$ cat config.mk
export PLATFORM = sky130hd
export DESIGN_NAME = tbmd5_core
export DESIGN_NICKNAME = d
export VERILOG_FILES = /design/src/rtl/tbmd5_pkg.sv /design/src/rtl/tbmd5_core.sv
export SDC_FILE = /design/constraint.sdc
export NUM_CORES = 1
export LEC_CHECK = 0
export BUFFER_PORTS_ARGS = -buffer_cell sky130_fd_sc_hd__buf_2
export CORE_AREA = 4 4 252 254
export CTS_CLUSTER_SIZE = 40
export DETAILED_ROUTE_END_ITERATION = 8
export DIE_AREA = 0 0 256 258
export GPL_TIMING_DRIVEN = 1
export PLACE_DENSITY = 0.8
export SYNTH_ARGS = -nofsm -noshare
export SYNTH_HDL_FRONTEND = slang
export SYNTH_SLANG_ARGS = --single-unit
$ cat constraint.sdc
create_clock -name clk -period 9.2 [get_ports clk]
set_clock_uncertainty 0.15 [all_clocks]
set_input_delay 0 -clock clk [delete_from_list [all_inputs] [get_ports clk]]
set_output_delay 0 -clock clk [all_outputs]
set_load 0.05 [all_outputs]
$ cat src/rtl/tbmd5_pkg.sv
`timescale 1ns / 1ps

package tbmd5_pkg;

    localparam logic [31:0] START_EPOCH_RESET = 32'd1371517200;
    localparam logic [15:0] STEP_RESET        = 16'd30;
    localparam logic [30:0] PW_MODULUS        = 31'd100000000;
    localparam logic [4:0]  BCD_DIGITS        = 5'd20;

    localparam logic [1:0] CFG_START_EPOCH = 2'd0;
    localparam logic [1:0] CFG_STEP        = 2'd1;

    localparam logic [31:0] IV_A = 32'h67452301;
    localparam logic [31:0] IV_B = 32'hefcdab89;
    localparam logic [31:0] IV_C = 32'h98badcfe;
    localparam logic [31:0] IV_D = 32'h10325476;

    typedef enum logic [2:0] {
        ST_IDLE,
        ST_CONV,
        ST_NORM,
        ST_BUILD,
        ST_HASH_S,
        ST_HASH_T,
        ST_PICK,
        ST_MOD
    } state_t;

    function automatic logic [31:0] md5_k(input logic [5:0] i);
        logic [31:0] k;
        unique case (i)
            6'd0:  k = 32'hd76aa478; 6'd1:  k = 32'he8c7b756;
            6'd2:  k = 32'h242070db; 6'd3:  k = 32'hc1bdceee;
            6'd4:  k = 32'hf57c0faf; 6'd5:  k = 32'h4787c62a;
            6'd6:  k = 32'ha8304613; 6'd7:  k = 32'hfd469501;
            6'd8:  k = 32'h698098d8; 6'd9:  k = 32'h8b44f7af;
            6'd10: k = 32'hffff5bb1; 6'd11: k = 32'h895cd7be;
            6'd12: k = 32'h6b901122; 6'd13: k = 32'hfd987193;
            6'd14: k = 32'ha679438e; 6'd15: k = 32'h49b40821;
            6'd16: k = 32'hf61e2562; 6'd17: k = 32'hc040b340;
            6'd18: k = 32'h265e5a51; 6'd19: k = 32'he9b6c7aa;
            6'd20: k = 32'hd62f105d; 6'd21: k = 32'h02441453;
            6'd22: k = 32'hd8a1e681; 6'd23: k = 32'he7d3fbc8;
            6'd24: k = 32'h21e1cde6; 6'd25: k = 32'hc33707d6;
            6'd26: k = 32'hf4d50d87; 6'd27: k = 32'h455a14ed;
            6'd28: k = 32'ha9e3e905; 6'd29: k = 32'hfcefa3f8;
            6'd30: k = 32'h676f02d9; 6'd31: k = 32'h8d2a4c8a;
            6'd32: k = 32'hfffa3942; 6'd33: k = 32'h8771f681;
            6'd34: k = 32'h6d9d6122; 6'd35: k = 32'hfde5380c;
            6'd36: k = 32'ha4beea44; 6'd37: k = 32'h4bdecfa9;
            6'd38: k = 32'hf6bb4b60; 6'd39: k = 32'hbebfbc70;
            6'd40: k = 32'h289b7ec6; 6'd41: k = 32'heaa127fa;
            6'd42: k = 32'hd4ef3085; 6'd43: k = 32'h04881d05;
            6'd44: k = 32'hd9d4d039; 6'd45: k = 32'he6db99e5;
            6'd46: k = 32'h1fa27cf8; 6'd47: k = 32'hc4ac5665;
            6'd48: k = 32'hf4292244; 6'd49: k = 32'h432aff97;
            6'd50: k = 32'hab9423a7; 6'd51: k = 32'hfc93a039;
            6'd52: k = 32'h655b59c3; 6'd53: k = 32'h8f0ccc92;
            6'd54: k = 32'hffeff47d; 6'd55: k = 32'h85845dd1;
            6'd56: k = 32'h6fa87e4f; 6'd57: k = 32'hfe2ce6e0;
            6'd58: k = 32'ha3014314; 6'd59: k = 32'h4e0811a1;
            6'd60: k = 32'hf7537e82; 6'd61: k = 32'hbd3af235;
            6'd62: k = 32'h2ad7d2bb; default: k = 32'heb86d391;
        endcase
        return k;
    endfunction

    function automatic logic [4:0] md5_rot(input logic [5:0] i);
        logic [4:0] s;
        unique case ({i[5:4], i[1:0]})
            4'd0:  s = 5'd7;  4'd1:  s = 5'd12; 4'd2:  s = 5'd17; 4'd3:  s = 5'd22;
            4'd4:  s = 5'd5;  4'd5:  s = 5'd9;  4'd6:  s = 5'd14; 4'd7:  s = 5'd20;
            4'd8:  s = 5'd4;  4'd9:  s = 5'd11; 4'd10: s = 5'd16; 4'd11: s = 5'd23;
            4'd12: s = 5'd6;  4'd13: s = 5'd10; 4'd14: s = 5'd15; default: s = 5'd21;
        endcase
        return s;
    endfunction

    // Characters of the fixed key text, in order.
    function automatic logic [7:0] key_char(input logic [3:0] idx);
        logic [7:0] c;
        case (idx)
            4'd0:  c = 8'h67; 4'd1:  c = 8'h61; 4'd2:  c = 8'h33; 4'd3:  c = 8'h73;
            4'd4:  c = 8'h61; 4'd5:  c = 8'h34; 4'd6:  c = 8'h68; 4'd7:  c = 8'h6a;
            4'd8:  c = 8'h36; 4'd9:  c = 8'h6b; 4'd10: c = 8'h66; default: c = 8'h6c;
        endcase
        return c;
    endfunction

    function automatic logic [7:0] hex_char(input logic [3:0] n);
        logic [7:0] c;
        if (n < 4'd10)
            c = 8'h30 + {4'd0, n};
        else
            c = 8'h37 + {4'd0, n};
        return c;
    endfunction

endpackage

$ cat src/rtl/tbmd5_core.sv
`timescale 1ns / 1ps

module tbmd5_core
(
    input  logic         clk,
    input  logic         rst_n,
    input  logic         start,
    input  logic [511:0] blk,
    output logic         done,
    output logic [127:0] digest
);

    logic [31:0]  a_reg, b_reg, c_reg, d_reg, t_reg;
    logic [5:0]   i_reg;
    logic         ph_reg, busy_reg, fin_reg, done_reg;
    logic [127:0] dig_reg;
    logic [31:0]  f, w;
    logic [3:0]   g;
    logic [63:0]  rot_wide;

    always_comb
    begin
        unique case (i_reg[5:4])
            2'd0:
            begin
                f = (b_reg & c_reg) | (~b_reg & d_reg);
                g = i_reg[3:0];
            end
            2'd1:
            begin
                f = (d_reg & b_reg) | (~d_reg & c_reg);
                g = 4'(5 * i_reg[3:0] + 1);
            end
            2'd2:
            begin
                f = b_reg ^ c_reg ^ d_reg;
                g = 4'(3 * i_reg[3:0] + 5);
            end
            default:
            begin
                f = c_reg ^ (b_reg | ~d_reg);
                g = 4'(7 * i_reg[3:0]);
            end
        endcase
        w = blk[{g, 5'd0} +: 32];
        rot_wide = {t_reg, t_reg} << tbmd5_pkg::md5_rot(i_reg);
    end

    // Each round sums the four terms, then rotates and adds.
    always_ff @(posedge clk or negedge rst_n)
    begin
        if (!rst_n)
        begin
            busy_reg <= 1'b0;
            fin_reg  <= 1'b0;
            done_reg <= 1'b0;
            ph_reg   <= 1'b0;
            i_reg    <= 6'd0;
        end
        else
        begin
            done_reg <= !start && !busy_reg && fin_reg;
            if (start)
            begin
                a_reg    <= tbmd5_pkg::IV_A;
                b_reg    <= tbmd5_pkg::IV_B;
                c_reg    <= tbmd5_pkg::IV_C;
                d_reg    <= tbmd5_pkg::IV_D;
                i_reg    <= 6'd0;
                ph_reg   <= 1'b0;
                busy_reg <= 1'b1;
            end
            else if (busy_reg)
            begin
                if (!ph_reg)
                begin
                    t_reg  <= a_reg + f + tbmd5_pkg::md5_k(i_reg) + w;
                    ph_reg <= 1'b1;
                end
                else
                begin
                    a_reg  <= d_reg;
                    d_reg  <= c_reg;
                    c_reg  <= b_reg;
                    b_reg  <= b_reg + rot_wide[63:32];
                    ph_reg <= 1'b0;
                    i_reg  <= i_reg + 6'd1;
                    if (i_reg == 6'd63)
                    begin
                        busy_reg <= 1'b0;
                        fin_reg  <= 1'b1;
                    end
                end
            end
            else if (fin_reg)
            begin
                dig_reg  <= {d_reg + tbmd5_pkg::IV_D, c_reg + tbmd5_pkg::IV_C,
                             b_reg + tbmd5_pkg::IV_B, a_reg + tbmd5_pkg::IV_A};
                fin_reg  <= 1'b0;
            end
        end
    end

    assign done   = done_reg;
    assign digest = dig_reg;

endmodule

Yosys cells after proc, flatten, opt, wreduce, memory -nomap -nowiden
Memory sizes are Yosys's and may differ from the RTL's.
Cells that the tools add are included.
- memories kept: 2
- bits in read-only memories: 2128
- input port bits: 515
- flip-flop bits (word level): 298
- output and inout port bits: 129
- logic and storage cells: 86
- memories (name ; depth ; width ; read ports ; clocked after Yosys merged registers in ; write ports ; line ; text):
    (name not given) ; 64 ; 32 ; 1 ; 0 ; 0 ; tbmd5_pkg.sv:31 ; unique case (i)
    (name not given) ; 16 ; 5 ; 1 ; 0 ; 0 ; tbmd5_pkg.sv:70 ; unique case ({i[5:4], i[1:0]})
- add/subtract/negate cells: 11
- shift-type cells: 2
- bitwise operators: 15
- multiplexer cells: 26
- reductions and logical operators: 11
- equality and inequality tests: 5
- multipliers: 3
- operators with widths (kind ; count):
    $shiftx 512x10->32 ; 1
    $mux 32 ; 11
    $add 32x32->32 ; 4
    $and 32x32->32 ; 4
    $or 32x32->32 ; 3
    $pmux 32 s3 ; 1
    $xor 32x32->32 ; 3
    $add 32x32->32 const B ; 2
    $not 32->32 ; 2
    $shl 64x5->64 ; 1
    $add 32x29->32 const B ; 1
    $add 32x31->32 const B ; 1
    $mux 6 ; 3
    $pmux 4 s3 ; 1
    $mux 1 ; 10
    $mul 3x4->4 const A ; 2
    $reduce_and 4->1 ; 2
    $add 6x1->6 const B ; 1
    $eq 6x6->1 const B ; 1
    $add 4x1->4 const B ; 1
    $add 4x3->4 const B ; 1
    $mul 2x4->4 const A ; 1
    $reduce_bool 2->1 ; 2
    $not 1->1 ; 3
    other kinds (9) ; 11

Depth between registers and ports, before layout
- depth in word-level cells: 7
- gate-level depth with buffers: 30

Worst setup path before layout
No wires, ideal clock.
- path type: reg-to-reg
- start point: register i_reg[2]
- end point: register t_reg[31], data pin
- buffers on the path: 5
- data arrival time: 7.350 ns
- stages on the path, launching flop included: 29
- slack: 1.440 ns
- data required time: 8.790 ns
- library setup time: 0.260 ns
- cells stage by stage: dfrtp_1 inv_1 clkbuf_1 buf_1 ha_1 fa_1 nor2_1 a21oi_1 a21oi_1 buf_2 buf_1 buf_2 mux2i_1 a21oi_1 fa_1 inv_1 fa_1 inv_1 ha_1 fa_1 a211oi_1 o21ai_1 or3b_1 o211ai_1 a21o_1 nand4bb_1 a311o_1 a21oi_1 xnor2_1
- cells in the longest elaborated chain, start to end: 6
- elaborated cells on any way between the ends: 13
- those cells by class: add/sub: 4; mul: 3; shift: 1; mux: 4; memory: 1
- RTL lines (item ; line ; text):
    start, declared ; tbmd5_core.sv:14 ; logic [5:0] i_reg;
    start signal, assigned ; tbmd5_core.sv:87 ; i_reg <= i_reg + 6'd1;
    parallel branches: the longest is 5 deep, another holds $mul 2x4->4 ; -- ;
    $add 32x32->32 (*) ; tbmd5_core.sv:77 ; t_reg <= a_reg + f + tbmd5_pkg::md5_k(i_reg) + w;
    end signal, assigned ; tbmd5_core.sv:77 ;
    end, declared ; tbmd5_core.sv:13 ; logic [31:0] a_reg, b_reg, c_reg, d_reg, t_reg;
Mark *: on every way between the ends. The select of a mux whose other input is x is not followed.
A chain may end at the register's enable or synchronous reset.

Worst setup path after layout
- start point: register i_reg[0]
- end point: register t_reg[30], data pin
Same word-level chain as after synthesis.

==> impl_metrics.yaml <==
global_route:
  grt_most_used_layer: "met2"
  use_met3_pct: 10.45
  grt_pass1_vias: 26520
  grt_max_degree: 204
  grt_pass1_wl_um: 192500
  grt_overflow_total: 0
  grt_use_total_pct: 40.04
  use_met2_pct: 59.87
  use_met1_pct: 55.41
  antenna_found_initial: 34
critical_path:
  criticalPathCategory: "flop to flop"
  reg2reg_slack_ps: 1200
  reg2reg_to: "t_reg[30]"
  crit_fanout: 24
  critical_path_arrival_ps: 8180
  worst-r2r-cell-count: 24
  start_kind: "flop"
  end_kind: "flop"
  required_ps: 9380
  r2r-start: "i_reg[0]"
placed_design:
  dp.cells: 4364
  place.gp.congestion: 1.080
  dpl-instance-area_sq_um: 32560
  dp_hpwl_um: 111600
  portBuffers: 643
floorplanning:
  rows: 91
  io_pins: 644
  fp.dieW_um: 256
  initial_core_util_pct: 47.24
  dieArea_sq_um: 66050
  core_area_sq_um: 61260
  die_h_um: 258
timing:
  maxSlewHeadroom_pct: 31.39
  fin_crit_ps: 7997
  hold_violations: 0
  fmax_ghz: 0.1250
  rsz0062_at_grt: "no"
  worstMarginPinSlew_ps: 1029
  fin_crit_sh_pct: 86.93
  drv_slew: 0
  setup_viol: 0
  setup_tns_ps: 0
logic_synthesis:
  synthAdderAreaFrac_pct: 8.629
  ys_warn_count: 0
  synth.area.mux_share_pct: 16.80
  netlist.area_leader.share_pct: 29.88
  synth-simple-area-share_pct: 15.44
  ys_seq_area_share_pct: 30.75
  synth_area_leaders: "edfxtp_1 30%, mux4_2 11%, nand2_1 6.4%, a21oi_1 5.8%, mux2i_1 5.4%"
  synth_top_flop_cell: "edfxtp_1"
  synth_area_sq_um: 28940
  yosysTopAreaCell: "edfxtp_1"
  yosys.area_share.xor_xnor_pct: 6.412
  synth-seq-cells: 298
  yosysUniqueCellTypes: 79
  synthCells: 3170
  synth_top_family_by_area: "multiplexers"
  syn_area_per_cell_sq_um: 9.129
  syn-num-nets: 3845
  synthArstFlopShare_pct: 3.356
  synth-compound-area-share_pct: 16.74
  synth_edf_count: 288
route:
  post_drt_wl_per_cell_um: 31.22
  viasPerCell: 6.483
  route.vias.total: 28810
  drc_errors: 0
  drt_iter0_markers: 4674
  antenna_left: 0
  wirelength_um: 138800
  dr.pass1.iters: 6
clock_tree:
  cts_sinks: 298
  clk_path_buf_depth: 3
  tritoncts: "built"
  clk_latency_ps: 580
  clk_pin_slew_worst_paths_ps: 60
  cts_buffers: 36
  root_buffer: "clkbuf_16"
  cts_max_level: 2
power:
  peakVddDrop_mv: 0.1443
  power_density_nw_per_um2: 226.6
  leakagePower_nw: 14.00
final_layout:
  multi_input_area_sq_um: 18630
  seqCellArea_sq_um: 8910
  mostFrequentLayoutCell: "buf_2"
  final_util_pct: 55.18
  fillers: 5549
  largest_reg_flops: 128
  drive_gt1_share_pct: 25.46
  nNetsFinal: 4290
  fin_area_sq_um: 33800
  layout_common_cells: "642 x buf_2, 489 x nand2_1, 333 x a21oi_1"
  fin_cells: 4444
  syn2layout_area_growth_pct: 16.81
min_path:
  hold_class: "input pin to flop"
  hp-start: "start"
  hold_depth: 3
  hold-path-endpoint: "a_reg[27]"
status:
  status: "finished, final reports clean"
job:
  drv_cap: 0
[cell type report]
type	count	area share, %
multi-input cells	2492	55.11
flip-flops and latches	298	26.36
repair buffers	692	10.94
well taps	790	2.924
clock buffers	40	2.709
inverters	95	1.062
clock inverters	24	0.7921
diodes	13	0.09624
[worst max-delay path, cell delays in order, from the launching register on]
cell and delay (ps):
dfrtp_1 610, inv_1 290, ha_1 680, inv_4 120
nand3_1 100, o21ai_0 150, a21oi_4 570, buf_12 270
buf_4 320, mux4_2 350, nor2b_1 160, a211oi_1 520
a21oi_1 170, fa_1 570, fa_1 420, ha_1 350
a21o_1 210, a21o_1 170, a211oi_1 350, o21ai_1 120
nor3_1 150, a21oi_1 200, a41o_1 320, a311oi_1 320
xnor2_1 100
[per-stage QoR]
step                      setup WS, ps  hold slack, ps  total power, mW
final                             1203           281.0            7.658
after global routing             926.8           310.0            8.034
after CTS                         1429           254.8            7.528
after detailed placement          1433          -78.29            6.057
after global placement            1575          -94.79            6.024
after floorplan                   1440          -445.6            4.772
[report_power, final]
| part | total (mW) | switching (mW) | internal, mW |
|---|---|---|---|
| logic | 4.19 | 2.49 | 1.70 |
| registers | 2.00 | 0.261 | 1.74 |
| clock network | 1.47 | 0.627 | 0.843 |
| total | 7.66 | 3.37 | 4.28 |
[cells by family after synthesis]
kind of cell             Yosys count
AO/OA/AOI/OAI                    801
XOR/XNOR                         211
adder cells (fa/ha/maj)          160
buffers and inverters            380
flip-flops                       298
multiplexers                     314
AND/OR/NAND/NOR                 1006
[Yosys cell counts (13+ instances only)]
library cell  count
xor2_1           96
nor3b_1          30
a311oi_1         15
a31oi_1          54
clkbuf_1        197
fa_1             66
buf_1            40
a211oi_1         64
mux4_2          135
buf_2            42
o21ai_0         111
edfxtp_1        288
nor2b_1          47
nand3_1          79
mux2i_1         155
a21oi_1         336
mux2_2           21
nand2_1         490
nor2_1          177
nand2b_1         19
ha_1             94
o31ai_1          14
nor3_1           94
o211ai_1         35
o21a_1           13
inv_1            89
a21o_1           31
o21ai_1          36
and3_1           21
xnor2_1         114
[how the worst max path moves through the flow]
stage | start | endpoint | slack (ps)
global route | i_reg[0] | t_reg[31] | 930
CTS | i_reg[0] | t_reg[30] | 1430
floorplan | i_reg[2] | t_reg[31] | 1440
detailed placement | i_reg[0] | t_reg[30] | 1430
finish | i_reg[0] | t_reg[30] | 1200
global placement | i_reg[0] | t_reg[30] | 1570
[per-layer routing]
metal	part of all wire (%)	wire length (um)
met1	40	55000
met2	44	60430
met3	12	16250
met5	0.050	69
met4	5.0	7002
[timing repair]
item / CTS / global route
buffers inserted: 0 / 0
endpoints found under the setup margin: 0 / 0
hold endpoints to repair: 77 / 0
hold buffers: 3 / 0
gates resized for setup: 0 / 0
No activity file was read; power rests on OpenSTA's default activity.
